<file path="src/design/rcfp_pkg.sv">
// rcfp_pkg: shared constants and types of the RC channel frame parser.
// No dependencies; imported by every module of the block.
package rcfp_pkg;

    // frame layout
    localparam int NUM_CHANNELS  = 16;
    localparam int CHANNEL_BITS  = 11;
    localparam int CH_IDX_W      = $clog2(NUM_CHANNELS);
    localparam int PAYLOAD_BYTES = (NUM_CHANNELS * CHANNEL_BITS) / 8;
    localparam int FRAME_W       = NUM_CHANNELS * CHANNEL_BITS;
    localparam logic [7:0] FRAME_LENGTH = 8'(PAYLOAD_BYTES + 2);

    // CRC-8, polynomial 0xD5, MSB first
    localparam logic [7:0] CRC_POLY = 8'hD5;

    // configuration registers
    localparam int CFG_IDX_W = 2;
    localparam logic [CFG_IDX_W-1:0] REG_SYNC = CFG_IDX_W'(0);
    localparam logic [CFG_IDX_W-1:0] REG_TYPE = CFG_IDX_W'(1);
    localparam logic [7:0] SYNC_RESET = 8'hEE;
    localparam logic [7:0] TYPE_RESET = 8'h16;

    // frame queue depth between parser and drain
    localparam int Q_DEPTH = 2;

    // parser phases
    typedef enum logic [2:0] {
        PH_HUNT,
        PH_LEN,
        PH_TYPE,
        PH_PAYLOAD,
        PH_CRC
    } t_phase;

    // queue status seen by both sides
    typedef struct packed {
        logic full;
        logic empty;
    } t_q_stat;

endpackage

</file>
<file path="src/design/rcfp_front.sv">
// rcfp_front: byte parser. Hunts sync, checks length/type, unpacks channels, runs CRC.
// Depends on rcfp_pkg. Pushes a channel snapshot word into the frame queue on a good CRC.
module rcfp_front
    import rcfp_pkg::*;
(
    input  logic                 i_clk,
    input  logic                 i_rst_n,
    input  logic                 i_cfg_we,
    input  logic [CFG_IDX_W-1:0] i_cfg_index,
    input  logic [7:0]           i_cfg_data,
    input  logic                 i_rx_valid,
    input  logic [7:0]           i_rx_byte,
    output logic                 o_rx_ready,
    input  t_q_stat              i_q_stat,
    output logic                 o_push,
    output logic [FRAME_W-1:0]   o_push_data
);

    localparam int BUF_W  = CHANNEL_BITS - 1;   // at most 10 bits left over
    localparam int ACC_W  = BUF_W + 8;
    localparam int FILL_W = $clog2(CHANNEL_BITS);
    localparam int CNT_W  = 5;

    // one CRC-8 byte step
    function automatic logic [7:0] crc_step(input logic [7:0] acc, input logic [7:0] b);
        logic [7:0] v;
        v = acc ^ b;
        for (int k = 0; k < 8; k++) begin
            if (v[7]) begin
                v = {v[6:0], 1'b0} ^ CRC_POLY;
            end else begin
                v = {v[6:0], 1'b0};
            end
        end
        return v;
    endfunction

    t_phase              r_phase, n_phase;
    logic [7:0]          r_sync, r_type;
    logic [7:0]          r_crc;
    logic [BUF_W-1:0]    r_buf;
    logic [FILL_W-1:0]   r_fill;
    logic [CNT_W-1:0]    r_byte_cnt;
    logic [CNT_W-1:0]    r_ch_cnt;
    logic [CHANNEL_BITS-1:0] r_store [NUM_CHANNELS];

    logic                accept;
    logic [7:0]          crc_next;
    logic [ACC_W-1:0]    acc;
    logic [FILL_W:0]     fill_sum;
    logic                take;
    logic [BUF_W-1:0]    n_buf;
    logic [FILL_W-1:0]   n_fill;

    // hold the input only at the CRC byte when no queue slot is free
    assign o_rx_ready = !((r_phase == PH_CRC) && i_q_stat.full);
    assign accept     = i_rx_valid && o_rx_ready;

    // configuration registers
    always_ff @(posedge i_clk) begin
        if (!i_rst_n) begin
            r_sync <= SYNC_RESET;
            r_type <= TYPE_RESET;
        end else if (i_cfg_we) begin
            if (i_cfg_index == REG_SYNC) begin
                r_sync <= i_cfg_data;
            end else if (i_cfg_index == REG_TYPE) begin
                r_type <= i_cfg_data;
            end
        end
    end

    // next phase
    always_comb begin
        n_phase = r_phase;
        if (accept) begin
            case (r_phase)
                PH_HUNT:    n_phase = (i_rx_byte == r_sync) ? PH_LEN : PH_HUNT;
                PH_LEN:     n_phase = (i_rx_byte == FRAME_LENGTH) ? PH_TYPE : PH_HUNT;
                PH_TYPE:    n_phase = (i_rx_byte == r_type) ? PH_PAYLOAD : PH_HUNT;
                PH_PAYLOAD: begin
                    if (r_byte_cnt >= CNT_W'(PAYLOAD_BYTES - 1)) begin
                        n_phase = PH_CRC;
                    end
                end
                PH_CRC:     n_phase = PH_HUNT;
                default:    n_phase = PH_HUNT;
            endcase
        end
    end

    // CRC and bit unpacking datapath
    always_comb begin
        crc_next = crc_step((r_phase == PH_TYPE) ? 8'h00 : r_crc, i_rx_byte);
        acc      = ACC_W'(r_buf) | (ACC_W'(i_rx_byte) << r_fill);
        fill_sum = {1'b0, r_fill} + (FILL_W + 1)'(8);
        take     = fill_sum >= (FILL_W + 1)'(CHANNEL_BITS);
        if (take) begin
            n_buf  = BUF_W'(acc >> CHANNEL_BITS);
            n_fill = FILL_W'(fill_sum - (FILL_W + 1)'(CHANNEL_BITS));
        end else begin
            n_buf  = acc[BUF_W-1:0];
            n_fill = fill_sum[FILL_W-1:0];
        end
    end

    // push a snapshot of the store on a zero residue
    assign o_push = accept && (r_phase == PH_CRC) && (crc_next == 8'h00);

    always_comb begin
        for (int k = 0; k < NUM_CHANNELS; k++) begin
            o_push_data[k*CHANNEL_BITS +: CHANNEL_BITS] = r_store[k];
        end
    end

    // control registers
    always_ff @(posedge i_clk) begin
        if (!i_rst_n) begin
            r_phase    <= PH_HUNT;
            r_crc      <= 8'h00;
            r_buf      <= '0;
            r_fill     <= '0;
            r_byte_cnt <= '0;
            r_ch_cnt   <= '0;
        end else begin
            r_phase <= n_phase;
            if (accept && (r_phase == PH_TYPE)) begin
                r_crc      <= crc_next;
                r_buf      <= '0;
                r_fill     <= '0;
                r_byte_cnt <= '0;
                r_ch_cnt   <= '0;
            end else if (accept && (r_phase == PH_PAYLOAD)) begin
                r_crc      <= crc_next;
                r_buf      <= n_buf;
                r_fill     <= n_fill;
                r_byte_cnt <= r_byte_cnt + CNT_W'(1);
                if (take) begin
                    r_ch_cnt <= r_ch_cnt + CNT_W'(1);
                end
            end else if (accept && (r_phase == PH_CRC)) begin
                r_crc <= crc_next;
            end
        end
    end

    // channel store, no reset
    always_ff @(posedge i_clk) begin
        if (accept && (r_phase == PH_PAYLOAD) && take
            && (r_ch_cnt < CNT_W'(NUM_CHANNELS))) begin
            r_store[r_ch_cnt[CH_IDX_W-1:0]] <= acc[CHANNEL_BITS-1:0];
        end
    end

endmodule

</file>
<file path="src/design/rcfp_queue.sv">
// rcfp_queue: short queue of good-frame channel snapshots between parser and drain.
// Depends on rcfp_pkg.
module rcfp_queue
    import rcfp_pkg::*;
(
    input  logic               i_clk,
    input  logic               i_rst_n,
    input  logic               i_push,
    input  logic [FRAME_W-1:0] i_push_data,
    input  logic               i_pop,
    output logic [FRAME_W-1:0] o_head,
    output t_q_stat            o_stat
);

    localparam int PTR_W = (Q_DEPTH > 1) ? $clog2(Q_DEPTH) : 1;
    localparam int CNT_W = $clog2(Q_DEPTH + 1);

    logic [FRAME_W-1:0] r_mem [Q_DEPTH];
    logic [PTR_W-1:0]   r_wr_ptr, r_rd_ptr;
    logic [CNT_W-1:0]   r_count;

    assign o_stat.full  = (r_count == CNT_W'(Q_DEPTH));
    assign o_stat.empty = (r_count == '0);
    assign o_head       = r_mem[r_rd_ptr];

    // entry storage
    always_ff @(posedge i_clk) begin
        if (i_push) begin
            r_mem[r_wr_ptr] <= i_push_data;
        end
    end

    // pointers and fill count
    always_ff @(posedge i_clk) begin
        if (!i_rst_n) begin
            r_wr_ptr <= '0;
            r_rd_ptr <= '0;
            r_count  <= '0;
        end else begin
            if (i_push) begin
                r_wr_ptr <= (r_wr_ptr == PTR_W'(Q_DEPTH - 1)) ? '0 : r_wr_ptr + PTR_W'(1);
            end
            if (i_pop) begin
                r_rd_ptr <= (r_rd_ptr == PTR_W'(Q_DEPTH - 1)) ? '0 : r_rd_ptr + PTR_W'(1);
            end
            if (i_push && !i_pop) begin
                r_count <= r_count + CNT_W'(1);
            end else if (!i_push && i_pop) begin
                r_count <= r_count - CNT_W'(1);
            end
        end
    end

`ifndef SYNTHESIS
    a_no_overflow: assert property (@(posedge i_clk) disable iff (!i_rst_n)
        (i_push && !i_pop) |-> !o_stat.full)
        else $error("frame queue push while full");
    a_no_underflow: assert property (@(posedge i_clk) disable iff (!i_rst_n)
        i_pop |-> !o_stat.empty)
        else $error("frame queue pop while empty");
`endif

endmodule

</file>
<file path="src/design/rcfp_drain.sv">
// rcfp_drain: walks the head snapshot out as sixteen channel words through an output register.
// Depends on rcfp_pkg; pops the queue as the last channel is loaded.
module rcfp_drain
    import rcfp_pkg::*;
(
    input  logic                    i_clk,
    input  logic                    i_rst_n,
    input  logic [FRAME_W-1:0]      i_head,
    input  t_q_stat                 i_q_stat,
    output logic                    o_pop,
    output logic                    o_ch_valid,
    input  logic                    i_ch_ready,
    output logic [CH_IDX_W-1:0]     o_channel_index,
    output logic [CHANNEL_BITS-1:0] o_channel_value,
    output logic                    o_last_channel
);

    localparam logic [CH_IDX_W-1:0] LAST_IDX = CH_IDX_W'(NUM_CHANNELS - 1);

    logic                    r_valid;
    logic [CH_IDX_W-1:0]     r_idx;
    logic [CH_IDX_W-1:0]     r_index;
    logic [CHANNEL_BITS-1:0] r_value;
    logic                    r_last;
    logic                    load;

    // load a new word when the output register is free or being taken
    assign load  = !i_q_stat.empty && (!r_valid || i_ch_ready);
    assign o_pop = load && (r_idx == LAST_IDX);

    // valid and channel counter
    always_ff @(posedge i_clk) begin
        if (!i_rst_n) begin
            r_valid <= 1'b0;
            r_idx   <= '0;
        end else if (load) begin
            r_valid <= 1'b1;
            r_idx   <= r_idx + CH_IDX_W'(1);
        end else if (i_ch_ready) begin
            r_valid <= 1'b0;
        end
    end

    // output payload
    always_ff @(posedge i_clk) begin
        if (load) begin
            r_index <= r_idx;
            r_value <= i_head[r_idx*CHANNEL_BITS +: CHANNEL_BITS];
            r_last  <= (r_idx == LAST_IDX);
        end
    end

    assign o_ch_valid      = r_valid;
    assign o_channel_index = r_index;
    assign o_channel_value = r_value;
    assign o_last_channel  = r_last;

`ifndef SYNTHESIS
    a_last_on_final: assert property (@(posedge i_clk) disable iff (!i_rst_n)
        (r_valid && r_last) |-> (r_index == LAST_IDX))
        else $error("last mark on a channel other than the final one");
    a_index_steps: assert property (@(posedge i_clk) disable iff (!i_rst_n)
        (r_valid && i_ch_ready && !r_last) |=>
            (!r_valid || (r_index == $past(r_index) + CH_IDX_W'(1))))
        else $error("channel index skipped within a frame");
`endif

endmodule

</file>
<file path="src/design/rc_channel_frame_parser_top.sv">
// A good CRC byte pushes its frame into the queue, then the drain registers its first word.
// Throughput: one byte per cycle; each good frame drains 16 words, one per ready cycle.
// The input holds only at a CRC byte while two good frames still wait in the queue.
// Reset: i_rst_n synchronous active low; parser hunts for sync, queue and output clear,
// registers take 0xEE / 0x16, the channel store holds no defined value until written.
module rc_channel_frame_parser_top
    import rcfp_pkg::*;
(
    input  logic                    i_clk,
    input  logic                    i_rst_n,
    input  logic                    i_cfg_we,
    input  logic [CFG_IDX_W-1:0]    i_cfg_index,
    input  logic [7:0]              i_cfg_data,
    input  logic                    i_rx_valid,
    output logic                    o_rx_ready,
    input  logic [7:0]              i_rx_byte,
    output logic                    o_ch_valid,
    input  logic                    i_ch_ready,
    output logic [CH_IDX_W-1:0]     o_channel_index,
    output logic [CHANNEL_BITS-1:0] o_channel_value,
    output logic                    o_last_channel
);

    logic               push;
    logic [FRAME_W-1:0] push_data;
    logic               pop;
    logic [FRAME_W-1:0] head;
    t_q_stat            q_stat;

    // byte parser
    rcfp_front u_front (
        .i_clk       (i_clk),
        .i_rst_n     (i_rst_n),
        .i_cfg_we    (i_cfg_we),
        .i_cfg_index (i_cfg_index),
        .i_cfg_data  (i_cfg_data),
        .i_rx_valid  (i_rx_valid),
        .i_rx_byte   (i_rx_byte),
        .o_rx_ready  (o_rx_ready),
        .i_q_stat    (q_stat),
        .o_push      (push),
        .o_push_data (push_data)
    );

    // good-frame queue
    rcfp_queue u_queue (
        .i_clk       (i_clk),
        .i_rst_n     (i_rst_n),
        .i_push      (push),
        .i_push_data (push_data),
        .i_pop       (pop),
        .o_head      (head),
        .o_stat      (q_stat)
    );

    // channel drain
    rcfp_drain u_drain (
        .i_clk           (i_clk),
        .i_rst_n         (i_rst_n),
        .i_head          (head),
        .i_q_stat        (q_stat),
        .o_pop           (pop),
        .o_ch_valid      (o_ch_valid),
        .i_ch_ready      (i_ch_ready),
        .o_channel_index (o_channel_index),
        .o_channel_value (o_channel_value),
        .o_last_channel  (o_last_channel)
    );

endmodule
</file>
<file path="config.mk">
export PLATFORM = sky130hd
export DESIGN_NAME = rc_channel_frame_parser_top
export DESIGN_NICKNAME = d
export VERILOG_FILES = /design/src/design/rcfp_pkg.sv /design/src/design/rcfp_front.sv /design/src/design/rcfp_queue.sv /design/src/design/rcfp_drain.sv /design/src/design/rc_channel_frame_parser_top.sv
export SDC_FILE = /design/constraint.sdc
export NUM_CORES = 1
export LEC_CHECK = 0
export BUFFER_PORTS_ARGS = -buffer_cell sky130_fd_sc_hd__buf_2
export CAP_MARGIN = 0
export CELL_PAD_IN_SITES_DETAIL_PLACEMENT = 1
export CELL_PAD_IN_SITES_GLOBAL_PLACEMENT = 1
export CORE_ASPECT_RATIO = 1.25
export CORE_UTILIZATION = 59
export DETAILED_ROUTE_END_ITERATION = 8
export PLACE_DENSITY = 0.91
export SLEW_MARGIN = 20
export SYNTH_ARGS = -nofsm -noshare
export SYNTH_HDL_FRONTEND = slang
export SYNTH_SLANG_ARGS = --single-unit
</file>
<file path="constraint.sdc">
create_clock -name i_clk -period 19.5 [get_ports i_clk]
set_input_delay 2.925 -clock i_clk [delete_from_list [all_inputs] [get_ports i_clk]]
set_output_delay 2.925 -clock i_clk [all_outputs]
set_load 0.005 [all_outputs]
</file>
## Word level (Yosys, flattened, before mapping)

Memories as Yosys holds them, arrays and structs flattened. A register that Yosys moved wholly into a read port is not among the register bits.
Index checks and enable logic that the tools add are counted.

| word-level totals | value |
|---|---|
| bits in registers | 76 |
| word-level logic and storage cells | 117 |
| bits in read-only memories | 0 |
| memories | 2 |
| bits in latches | 0 |
| output and inout port bits | 18 |
| memory bits (writable) | 528 |

| cells by class | value |
|---|---|
| multiplexer cells | 31 |
| div/mod/pow operators | 0 |
| shift operators | 2 |
| reduce and logical (&&, ||, !) cells | 30 |
| $add $sub $neg | 9 |
| bitwise logic cells | 12 |
| equal/unequal tests | 11 |
| $mul | 1 |
| order comparisons | 3 |

Memories:

| memory | words | width | rd ports | clocked after memory_dff | write ports | line | source |
|---|---|---|---|---|---|---|---|
| u_queue.r_mem | 2 | 176 | 1 | 1 | 1 | rcfp_queue.sv:18 | `logic [FRAME_W-1:0] r_mem [Q_DEPTH];` |
| u_front.r_store | 16 | 11 | 16 | 0 | 1 | rcfp_front.sv:45 | `logic [CHANNEL_BITS-1:0] r_store [NUM_CHANNELS];` |

Operators by type and width:

| cell | count |
|---|---|
| $shiftx 176x9->11 | 1 |
| $mux 8 | 12 |
| $not 5->5 | 8 |
| $or 10x18->18 | 1 |
| $shl 8x4->18 | 1 |
| $eq 8x8->1 | 2 |
| $logic_and 1x1->1 | 12 |
| $pmux 3 s4 | 1 |
| $mux 1 | 11 |
| $add 5x1->5 const B | 2 |
| $mux 10 | 1 |
| $eq 8x5->1 const B | 1 |
| $logic_not 8->1 | 1 |
| $mul 4x4->8 const B | 1 |
| $mux 2 | 4 |
| $xor 8x8->8 | 1 |
| $eq 3x2->1 const B | 2 |
| $reduce_and 2->1 | 3 |
| $add 4x4->5 const B | 1 |
| $ge 5x4->1 const B | 1 |
| $ge 5x5->1 const B | 1 |
| $logic_not 1->1 | 5 |
| $lt 5x5->1 const B | 1 |
| $add 4x1->4 const B | 1 |
| other kinds (20) | 24 |

## Longest topological paths before layout

Gate-level depths: netlist (run 1).

| logic depth | value |
|---|---|
| depth after elaboration | 25 |
| depth in mapped cells | 12 |
| depth with buffers taken out | 10 |

## By module

Synthesis (run 1) repeated with hierarchy kept, for this count alone.

| second synthesis, totals | value |
|---|---|
| cells, all modules | 1300 |
| area total of the unflattened synthesis | 24318.3 um^2 |

By module, submodules not included:

| module | area an instance (um^2) | cells each | instances |
|---|---|---|---|
| rcfp_queue | 13500.4 | 570 | 1 |
| rcfp_front | 8774.7 | 591 | 1 |
| rcfp_drain | 2043.2 | 139 | 1 |

## Worst setup path before layout (run 1)

Ideal clock, no wire load.

| timing path | value |
|---|---|
| path kind | input -> register |
| start point | input i_rx_byte[7] |
| end point | memory u_queue.r_mem[1][0] in the netlist's numbering (enable) |
| library setup time | 558 ps |
| required time | 18942 ps |
| path slack | 10155 ps |
| data arrival time | 8787 ps |
| path buffers | 1 |
| stages | 8 |
| path through | clkbuf_1 > and2b_1 > a221oi_4 > xnor3_2 > xnor2_4 > mux2i_1 > nor3_1 > and2_1 |

| between the ends | value |
|---|---|
| word-level cells in the longest chain between the ends | 17 |
| elaborated cells between the ends (all ways) | 20 |
| those cells by class | 10 x mux; 8 x bitwise; 2 x reduce/logical |

Ends and longest elaborated chain:

| element | line | source |
|---|---|---|
| start, declared | rc_channel_frame_parser_top.sv:16 | `input logic [7:0] i_rx_byte,` |
| $xor 8x8->8 * | rcfp_front.sv:27 | `v = acc ^ b;` |
| $mux 8 * (2 in a row) | rcfp_front.sv:29 | `if (v[7]) begin` |
| $not 5->5 (no source line) or $mux 8 (tied branches) | -- |  |
| $mux 8 * (2 in a row) | rcfp_front.sv:29 |  |
| $not 5->5 (no source line) or $mux 8 (tied branches) | -- |  |
| $mux 8 * (2 in a row) | rcfp_front.sv:29 |  |
| $not 5->5 (no source line) or $mux 8 (tied branches) | -- |  |
| $mux 8 * | rcfp_front.sv:29 |  |
| $not 5->5 (no source line) | -- |  |
| $mux 8 * | rcfp_front.sv:29 |  |
| $logic_not 8->1 * | rcfp_front.sv:108 | `assign o_push = accept && (r_phase == PH_CRC) && (crc_next == 8'h00);` |
| $logic_and 1x1->1 * | rcfp_front.sv:108 |  |
| named net push | rc_channel_frame_parser_top.sv:24 | `logic push;` |
| $mux 1 * | rcfp_queue.sv:28 | `if (i_push) begin` |
| $mux 1 (not written as such) * | rcfp_queue.sv:29 | `r_mem[r_wr_ptr] <= i_push_data;` |
| end, declared | rcfp_queue.sv:18 |  |

Mark *: on every way through the listed nets, which the timed path passes. The rest lies on a longest branch.

## Final worst setup path (run 1)

| timing path | value |
|---|---|
| start point | input i_rx_byte[6] |
| end point | memory u_queue.r_mem[0][39] in the netlist's numbering (enable) |

| between the ends | value |
|---|---|
| word-level cells in the longest chain between the ends | 17 |
| elaborated cells between the ends (all ways) | 20 |
| those cells by class | 10 x mux; 8 x bitwise; 2 x reduce/logical |

Ends and longest elaborated chain:

| element | line |
|---|---|
| $xor 8x8->8 * | rcfp_front.sv:27 |
| $not 5->5 (no source line) | -- |
| $mux 8 * (3 in a row) | rcfp_front.sv:29 |
| $not 5->5 (no source line) or $mux 8 (tied branches) | -- |
| $mux 8 * (2 in a row) | rcfp_front.sv:29 |
| $not 5->5 (no source line) or $mux 8 (tied branches) | -- |
| $mux 8 * | rcfp_front.sv:29 |
| $not 5->5 (no source line) or $mux 8 (tied branches) | -- |
| $mux 8 * (2 in a row) | rcfp_front.sv:29 |
| $logic_not 8->1 * | rcfp_front.sv:108 |
| $logic_and 1x1->1 * | rcfp_front.sv:108 |
| $mux 1 * | rcfp_queue.sv:28 |
| $mux 1 (not written as such) * | rcfp_queue.sv:29 |

Mark *: on every way between the ends. The rest lies on a longest branch, timed or not.

==> results of run 1 <==
[logic make-up (layout without fill, tap and decap cells)]
group,count (synthesis),count (layout)
DFF,605,605
and+or+nand+nor,193,193
muxes,154,154
AOI/OAI and AO/OA,69,69
buffers and inverters,64,162
xor gates and xnor gates,60,60
adders and majority gates,9,9
[stage by stage]
step	hold slack (ps)	util, %
6_report	443	66.5
5_1_grt	449	66.5
4_1_cts	442	66.4
3_5_place_dp	431	61.8
3_3_place_gp	422	61.7
2_1_floorplan	406	-
[area by class of cell]
cell class	count	area, um^2
Inverter	8	35.0
Fill cell	3143	12800
Clock buffer	66	1420
Clock inverter	31	352
Timing Repair Buffer	57	368
Sequential cell	605	17600
Tap cell	492	616
Multi-Input combinational cell	485	5070
[worst register-to-register path, cell delays in order, from the launching register on]
cell	delay, ps
dfxtp_1	410
or3b_4	540
a221oi_4	560
xnor3_1	580
nor2_1	120
mux2i_1	130
or4_4	550
inv_6	720
buf_4	970
[cell usage in the layout (no fill, tap or decap), types with 9 or more instances in the layout]
cell / count
a211oi_1: 11
a21oi_1: 27
and2_1: 18
buf_2: 40
buf_4: 15
clkbuf_1: 11
clkbuf_16: 55
clkinv_1: 9
dfxtp_1: 58
edfxtp_1: 544
ha_1: 9
mux2_2: 17
mux2i_1: 27
mux4_2: 110
nand2_1: 42
nand3_1: 11
nor2_1: 58
nor2b_1: 9
nor3_1: 11
o21ai_0: 11
xnor2_1: 24
xor2_1: 32
[Yosys cell counts, drive strengths merged (8+ instances only)]
| cell | instances | share of area (%) |
|---|---|---|
| mux4 | 110 | 11 |
| xor2 | 32 | 1.2 |
| a211oi | 11 | 0.36 |
| nand2 | 42 | 0.69 |
| mux2 | 17 | 0.84 |
| buf | 15 | 0.32 |
| dfxtp | 61 | 5.3 |
| nor2b | 9 | 0.25 |
| clkbuf | 41 | 0.67 |
| nand4 | 8 | 0.22 |
| nor3 | 11 | 0.24 |
| mux2i | 27 | 1.2 |
| o21ai | 12 | 0.26 |
| nor2 | 59 | 0.97 |
| ha | 9 | 0.49 |
| edfxtp | 544 | 71 |
| and2 | 20 | 0.55 |
| nand3 | 11 | 0.24 |
| a21oi | 28 | 0.63 |
| xnor2 | 25 | 1.0 |
[final timing paths]
path | cells past startpoint | slack, ps | to | from
min reg2reg | 0 | 440 | u_queue.r_mem[1][40] | u_front.r_store[3][7]
min | 0 | 440 | u_queue.r_mem[1][40] | u_front.r_store[3][7]
max reg2reg | 8 | 14490 | u_queue.r_mem[0][39] | u_front.r_phase[2]
max | 9 | 12730 | u_queue.r_mem[0][39] | i_rx_byte[6]
[state kept, by name (all words and copies together), names as in the netlist, 4 cells and up, named ones only]
name,count
u_front.r_ch_cnt,5
u_front.r_type,8
u_front.r_byte_cnt,5
u_drain.o_channel_value,11
u_queue.r_mem,352
u_front.r_crc,8
u_drain.o_channel_index,4
u_front.r_buf,10
u_drain.r_idx,4
u_front.r_store,176
u_front.r_sync,8
u_front.r_fill,4
[power by group through the flow]
| stage | Combinational, mW | Sequential [mW] | Clock, mW |
|---|---|---|---|
| after floorplan | 0.0258 | 1.43 | 0 |
| after global placement | 0.0361 | 1.43 | 0 |
| after detailed placement | 0.0376 | 1.43 | 0 |
| after CTS | 0.0382 | 1.40 | 1.10 |
| after global routing | 0.0411 | 1.40 | 1.13 |
| final | 0.0381 | 1.40 | 1.08 |
[per-layer routing]
| metal | GRT usage [%] | share of wire, % | wire length (um) | vias to the layer above |
|---|---|---|---|---|
| li1 | - | - | - | 4691 |
| met1 | 38.2 | 38 | 20700 | 5908 |
| met2 | 48.3 | 52 | 28300 | 565 |
| met3 | 3.81 | 6.3 | 3440 | 98 |
| met4 | 9.90 | 3.3 | 1770 | 2 |
| met5 | 0 | 0.031 | 17 | - |
==> results.sh, run 1 <==
export IMPL_synth_mux_area_share_pct=12.8
export IMPL_synth_simple_area_share_pct=4.20
export IMPL_rsz0062_at_grt="false"
export IMPL_mappedNetlistArea_mm2=0.0229
export IMPL_worst_pin_slew_ps=1200
export IMPL_holdCritPathClass="flip-flop to flip-flop"
export IMPL_path_class="input pin to flip-flop"
export IMPL_synthArstFlopShare_pct=0
export IMPL_synth_top_family_by_area="multiplexers"
export IMPL_switchingPower_mw=0.497
export IMPL_final_nets=1243
export IMPL_grt_use_total_pct=28.6
export IMPL_cts_root_buf="clkbuf_16"
export IMPL_fmax_ghz=0.148
export IMPL_grt_pass1_wl_um=80200
export IMPL_wl_per_cell_um=31.1
export IMPL_dieWidth_um=178
export IMPL_vias=11300
export IMPL_clkTransAtPathRegs_ps=70
export IMPL_avgSynthCellArea_um2=19.8
export IMPL_critical_path_top_delay_family="buffers and inverters"
export IMPL_num_antenna_cells=0
export IMPL_place_area_mm2=0.0236
export IMPL_synth_flop_cell="edfxtp_1"
export IMPL_cp_end_kind="flip-flop"
export IMPL_hpwl_um=29500
export IMPL_p_sw_share_pct=19.7
export IMPL_synth_edf_count=544
export IMPL_die_height_um=222
export IMPL_crit_chain="buf_2, nor2b_1, a221oi_4, xnor3_1, nor2_1, mux2i_1, or4_4, inv_6, buf_4"
export IMPL_hold_violations=0
export IMPL_layout_setup_ws_ps=12730
export IMPL_intPower_mw=2.02
export IMPL_overflow=0
export IMPL_drive_gt1_share_pct=22.2
export IMPL_cap_violations=0
export IMPL_p_per_area_mw_per_mm2=99.1
export IMPL_io_buffers=40
export IMPL_slew_viol_final=0
export IMPL_fp_dieArea_mm2=0.0396
export IMPL_clk_latency_ps=580
export IMPL_io_pins=41
export IMPL_grt_pass1_vias=12000
export IMPL_post_cts_buffers=0
export IMPL_critPathMaxFanout=100
export IMPL_cp_required_ps=19690
export IMPL_numCtsBuffers=54
export IMPL_finalPower_mw=2.52
export IMPL_skew_ps=16.2
export IMPL_viasPerCell=6.46
export IMPL_syn_nets=1186
export IMPL_area_growth_pct=11.1
export IMPL_p_comb_share_pct=1.5
export IMPL_critical_path_slowest_cell="buf_4"
export IMPL_start_util_pct=59.8
export IMPL_synthXorXnorAreaFrac_pct=2.57
export IMPL_setup_viol=0
export IMPL_drt_total_wl_um=54200
export IMPL_p_leak_nw=7.85
export IMPL_drt_pass1_iter_count=5
export IMPL_rows=80
export IMPL_clk_path_buf_depth=3
export IMPL_cts_tree="built"
export IMPL_worst_path_buf_inv=3
export IMPL_pwr_share_clk_pct=43.1
export IMPL_seqPwrFrac_pct=55.4
export IMPL_syn_inst=1154
export IMPL_cpPeakStageDelay_ps=950
export IMPL_detail_route_iter0_violations=1210
export IMPL_synth_fa_ha_area_share_pct=0.492
export IMPL_ys_types=52
export IMPL_synth_compound_area_share_pct=2.02
export IMPL_vdd_drop_max_mv=0.0679
export IMPL_gp_congestion=0.802
export IMPL_postCtsHoldBufs=0
export IMPL_place_ws_ps=12120
export IMPL_ys_seq_area_share_pct=76.7
export IMPL_finalSetupTns_ps=0
export IMPL_grt_max_degree=101
export IMPL_core_area_mm2=0.0382
export IMPL_dp_cells=1646
export IMPL_ctsHtreeMaxLevel=2
export IMPL_finalCritPeriodShare_pct=34.7
export IMPL_critPathLaunchType="input pin"
export IMPL_arrival_ps=6960
export IMPL_final_area_mm2=0.0254
export IMPL_status="finished, final reports clean"
export IMPL_cts_resized=0
export IMPL_cts_sinks=605
export IMPL_timing_slew_headroom_pct=19.8
export IMPL_final_cells=1744
export IMPL_drc=0
export IMPL_grt_antenna_before_repair=1
export IMPL_antenna_left=0
export IMPL_yosys_warnings=0
export IMPL_synth_seq_cells=605
export IMPL_fin_crit_ps=6770
No activity file was read; power rests on OpenSTA's default activity.
==> run 2, diff against run 1 <==
CORE_UTILIZATION = 55   (was 59)
PLACE_DENSITY = 0.86   (was 0.91)
clock period = 6.7 ns   (was 19.5 ns; I/O delays follow)
==> results.sh, run 2 (synthesized netlist as in run 1, its figures left out) <==
export IMPL_intPower_mw=5.83
export IMPL_grt_max_degree=69
export IMPL_setup_viol=0
export IMPL_drt_pass1_iter_count=5
export IMPL_postCtsHoldBufs=0
export IMPL_overflow=0
export IMPL_finalCritPeriodShare_pct=67.0
export IMPL_gp_congestion=0.781
export IMPL_cp_end_kind="flip-flop"
export IMPL_cp_required_ps=6900
export IMPL_skew_ps=27.2
export IMPL_grt_pass1_wl_um=77500
export IMPL_antenna_left=0
export IMPL_core_area_mm2=0.0410
export IMPL_slew_viol_final=0
export IMPL_viasPerCell=6.13
export IMPL_timing_slew_headroom_pct=22.0
export IMPL_start_util_pct=55.8
export IMPL_vias=11100
export IMPL_cts_sinks=605
export IMPL_io_pins=41
export IMPL_clk_latency_ps=590
export IMPL_clkTransAtPathRegs_ps=70
export IMPL_seqPwrFrac_pct=55.5
export IMPL_top_register="u_queue.r_mem"
export IMPL_detail_route_iter0_violations=999
export IMPL_grt_antenna_before_repair=2
export IMPL_wl_per_cell_um=29.2
export IMPL_cap_violations=0
export IMPL_switchingPower_mw=1.49
export IMPL_path_class="flip-flop to flip-flop"
export IMPL_numCtsBuffers=53
export IMPL_cts_root_buf="clkbuf_16"
export IMPL_p_per_area_mw_per_mm2=287
export IMPL_finalCoreUtilization_pct=62.2
export IMPL_final_common_cell="edfxtp_1"
export IMPL_finalSetupTns_ps=0
export IMPL_arrival_ps=4680
export IMPL_num_antenna_cells=0
export IMPL_critical_path_top_delay_family="simple AND/OR/NAND/NOR gates"
export IMPL_hpwl_um=29800
export IMPL_critical_path_slowest_cell="nor2_1"
export IMPL_io_buffers=40
export IMPL_pwr_share_clk_pct=43.0
export IMPL_ctsHtreeMaxLevel=2
export IMPL_worst_pin_slew_ps=1170
export IMPL_worst_path_buf_inv=0
export IMPL_critPathMaxFanout=14
export IMPL_drt_total_wl_um=52900
export IMPL_rsz0062_at_grt="false"
export IMPL_grt_use_total_pct=25.9
export IMPL_dieWidth_um=184
export IMPL_p_comb_share_pct=1.5
export IMPL_largest_reg_flops=352
export IMPL_p_sw_share_pct=20.4
export IMPL_mostFrequentLayoutCells="edfxtp_1, mux4_2, nor2_1, dfxtp_1, clkbuf_16"
export IMPL_rows=83
export IMPL_post_cts_buffers=0
export IMPL_drive_gt1_share_pct=23.4
export IMPL_grt_pass1_vias=11900
export IMPL_hold_violations=0
export IMPL_cpPeakStageDelay_ps=960
export IMPL_final_nets=1244
export IMPL_clk_path_buf_depth=3
export IMPL_cts_resized=0
export IMPL_cts_tree="built"
export IMPL_area_growth_pct=11.5
export IMPL_vdd_drop_max_mv=0.231
export IMPL_drc=0
export IMPL_crit_chain="nor2b_1, nand3_1, nor2_1, nand2_1, nor3_1, and2_1"
export IMPL_fin_crit_ps=4490
export IMPL_status="finished, final reports clean"
export IMPL_p_leak_nw=7.86
export IMPL_critPathLaunchType="flip-flop"
export IMPL_die_height_um=230
export IMPL_fillers=3439
export IMPL_fmax_ghz=0.223
export IMPL_holdCritPathClass="flip-flop to flip-flop"
export IMPL_fp_dieArea_mm2=0.0424
[run 2: cell types whose count changed in the layout (fill, tap and decap cells not counted), moves of 2 or more]
cell	previous run	this run
clkbuf_1	11	3
clkinv_2	8	15
clkinvlp_4	1	7
clkinv_1	9	6
buf_12	0	2
buf_16	2	0
buf_4	15	17
clkbuf_16	55	53
clkbuf_8	0	2
[run 2: through the flow]
step | hold WS (ps) | setup slack, ps | total power [mW] | std cells | area [um^2]
5_1_grt | 453 | 1980 | 7.47 | 1809 | 25500
3_5_place_dp | 433 | 1820 | 4.26 | 1709 | 23700
6_report | 443 | 2210 | 7.33 | 1809 | 25500
3_3_place_gp | 422 | 1960 | 4.25 | 1709 | 23700
4_1_cts | 441 | 2220 | 7.36 | 1809 | 25500
2_1_floorplan | 406 | 779 | 4.22 | 1154 | 22900
[run 2: per-layer routing]
metal  vias to the layer above  global-route usage [%]  share of wire [%]
met5                         -                       0              0.038
met3                       120                    4.48                6.3
met2                       526                    44.7                 52
met4                         4                    11.3                4.0
met1                      5745                    32.0                 38
li1                       4689                       -                  -
[run 2: final cells by class]
cell class	instances	area, um^2	share of cell area, %
inverter	8	33.8	0.132
clock buffer	58	1370	5.35
clock inverter	42	418	1.64
timing repair buffer	59	368	1.44
sequential	605	17600	68.9
multi-input combinational	485	5070	19.9
tap	552	691	2.71
[run 2: worst register-to-register path, stage by stage (launching register included)]
cell and delay [ps]:
dfxtp_1 410, nor2b_1 580, nand3_1 610, nor2_1 970
nand2_1 240, nor3_1 460, and2_1 820
[run 2: worst paths after layout]
check	from	to	slack [ps]	depth (start not counted)
max	u_front.r_phase[1]	u_front.r_store[9][2]	2210	6
min	u_front.r_store[14][5]	u_queue.r_mem[0][159]	440	0
max reg2reg	u_front.r_phase[1]	u_front.r_store[9][2]	2210	6
min reg2reg	u_front.r_store[14][5]	u_queue.r_mem[0][159]	440	0
[run 2: power groups by stage]
| stage | Combinational (mW) | Clock (mW) | Sequential, mW |
|---|---|---|---|
| finish | 0.110 | 3.15 | 4.06 |
| global route | 0.120 | 3.29 | 4.06 |
| floorplan | 0.0750 | 0 | 4.15 |
| detailed placement | 0.110 | 0 | 4.15 |
| global placement | 0.106 | 0 | 4.15 |
| CTS | 0.111 | 3.19 | 4.06 |
==> run 3, diff against run 2 <==
clock period = 4.3 ns   (was 6.7 ns; I/O delays follow)
==> results.sh, run 3 (synthesized netlist as in run 1, its figures left out) <==
export IMPL_postCtsHoldBufs=0
export IMPL_vias=10800
export IMPL_slew_viol_final=0
export IMPL_finalSetupTns_ps=0
export IMPL_drc=0
export IMPL_hold_path_endpoint="u_front.r_type[2]"
export IMPL_cts_tree="built"
export IMPL_place_ws_ps=445
export IMPL_clkTransAtPathRegs_ps=70
export IMPL_min_path_cells=3
export IMPL_dieWidth_um=184
export IMPL_gp_congestion=0.784
export IMPL_io_buffers=40
export IMPL_final_nets=1265
export IMPL_cap_violations=0
export IMPL_io_pins=41
export IMPL_grt_use_total_pct=24.2
export IMPL_cp_required_ps=4550
export IMPL_hp_start="i_cfg_data[2]"
export IMPL_setup_viol=0
export IMPL_antenna_left=0
export IMPL_wl_met2_um=26200
export IMPL_place_area_mm2=0.0240
export IMPL_fin_crit_ps=3800
export IMPL_ctsHtreeMaxLevel=2
export IMPL_critPathMaxFanout=44
export IMPL_finalCritPeriodShare_pct=88.5
export IMPL_rows=83
export IMPL_skew_ps=22.7
export IMPL_layout_setup_ws_ps=496
export IMPL_grt_antenna_before_repair=0
export IMPL_highest_layer="met4"
export IMPL_drt_total_wl_um=49400
export IMPL_r2r_slack_ps=500
export IMPL_top_register="u_queue.r_mem"
export IMPL_fin_hold_ws_ps=302
export IMPL_clk_path_buf_depth=3
export IMPL_p_per_area_mw_per_mm2=436
export IMPL_vdd_drop_max_mv=0.283
export IMPL_fp_dieArea_mm2=0.0424
export IMPL_cp_end_kind="flip-flop"
export IMPL_critPathLaunchType="flip-flop"
export IMPL_mostFrequentLayoutCells="edfxtp_1, mux4_2, nor2_1, dfxtp_1, clkbuf_16"
export IMPL_cts_resized=0
export IMPL_num_antenna_cells=0
export IMPL_timing_slew_headroom_pct=22.5
export IMPL_cts_root_buf="clkbuf_16"
export IMPL_hpwl_um=29900
export IMPL_clk_latency_ps=580
export IMPL_core_area_mm2=0.0410
export IMPL_hold_violations=0
export IMPL_fillers=3459
export IMPL_final_common_cell="edfxtp_1"
export IMPL_drive_gt1_share_pct=24.2
export IMPL_drt_pass1_iter_count=5
export IMPL_wl_per_cell_um=27.1
export IMPL_area_growth_pct=12.3
export IMPL_detail_route_iter0_violations=839
export IMPL_cts_sinks=605
export IMPL_met3_length_um=2440
export IMPL_timing_rr_end="u_queue.r_mem[0][94]"
export IMPL_die_height_um=230
export IMPL_start_util_pct=55.8
export IMPL_largest_reg_flops=352
export IMPL_overflow=0
export IMPL_final_area_mm2=0.0257
export IMPL_viasPerCell=5.93
export IMPL_worst_pin_slew_ps=1160
export IMPL_multi_input_area_mm2=0.00508
export IMPL_reg2regPathDepth=9
export IMPL_grt_max_degree=64
export IMPL_numCtsBuffers=53
export IMPL_fmax_ghz=0.263
export IMPL_arrival_ps=4060
export IMPL_r2r_start="u_front.r_phase[2]"
export IMPL_finalCoreUtilization_pct=62.6
export IMPL_rsz0062_at_grt="false"
export IMPL_area_sequential_mm2=0.0176
export IMPL_p_leak_nw=7.94
export IMPL_drt_met1_wl_um=19100
export IMPL_status="finished, final reports clean"
export IMPL_grt_pass1_vias=11600
export IMPL_post_cts_buffers=0
export IMPL_grt_pass1_wl_um=73100
export IMPL_holdCritPathClass="input pin to flip-flop"
export IMPL_path_class="flip-flop to flip-flop"
==> run 3: critical path, stage by stage, from the launching register on <==
cell and delay [ps]:
dfxtp_1 400, or3b_4 530, a221oi_4 570, xnor3_1 390, nor2_1 120, mux2i_1 140
or4_4 590, clkinvlp_4 140, buf_12 270, buf_4 290
==> run 3: final cells by class <==
cell class | count | area share [%]
sequential | 605 | 68.4
multi-input combinational | 485 | 19.8
clock buffer | 59 | 5.29
tap | 552 | 2.69
timing repair buffer | 80 | 2.34
clock inverter | 36 | 1.42
inverter | 8 | 0.131
==> run 3: worst max-delay path by stage <==
| stage | slack [ps] | from | endpoint | depth (start not counted) |
|---|---|---|---|---|
| floorplan | -1020 | i_rx_byte[7] | u_queue.r_mem[0][0] | 8 |
| global placement | 530 | i_rx_byte[6] | u_queue.r_mem[0][50] | 10 |
| detailed placement | 440 | i_rx_byte[6] | u_queue.r_mem[0][39] | 10 |
| CTS | 510 | u_front.r_phase[0] | u_queue.r_mem[0][105] | 9 |
| global route | 310 | u_front.r_phase[0] | u_queue.r_mem[0][50] | 9 |
| finish | 500 | u_front.r_phase[2] | u_queue.r_mem[0][94] | 9 |
==> run 3: metal layers <==
metal | up-vias | GRT usage [%]
li1 | 4729 | -
met1 | 5576 | 30.1
met2 | 412 | 42.9
met3 | 97 | 3.36
met4 | 0 | 9.43
met5 | - | 0
==> run 3: power breakdown <==
part / internal [mW] / switching, mW
sequential: 6.33 / 0.00405
clock: 2.65 / 2.05
combinational: 0.0625 / 0.106
total: 9.04 / 2.16
==> run 3: through the flow <==
step	power (mW)	std cells
after floorplan	6.58	1154
after global placement	6.62	1730
final	11.2	1825
after CTS	11.3	1825
after global routing	11.4	1825
after detailed placement	6.63	1730
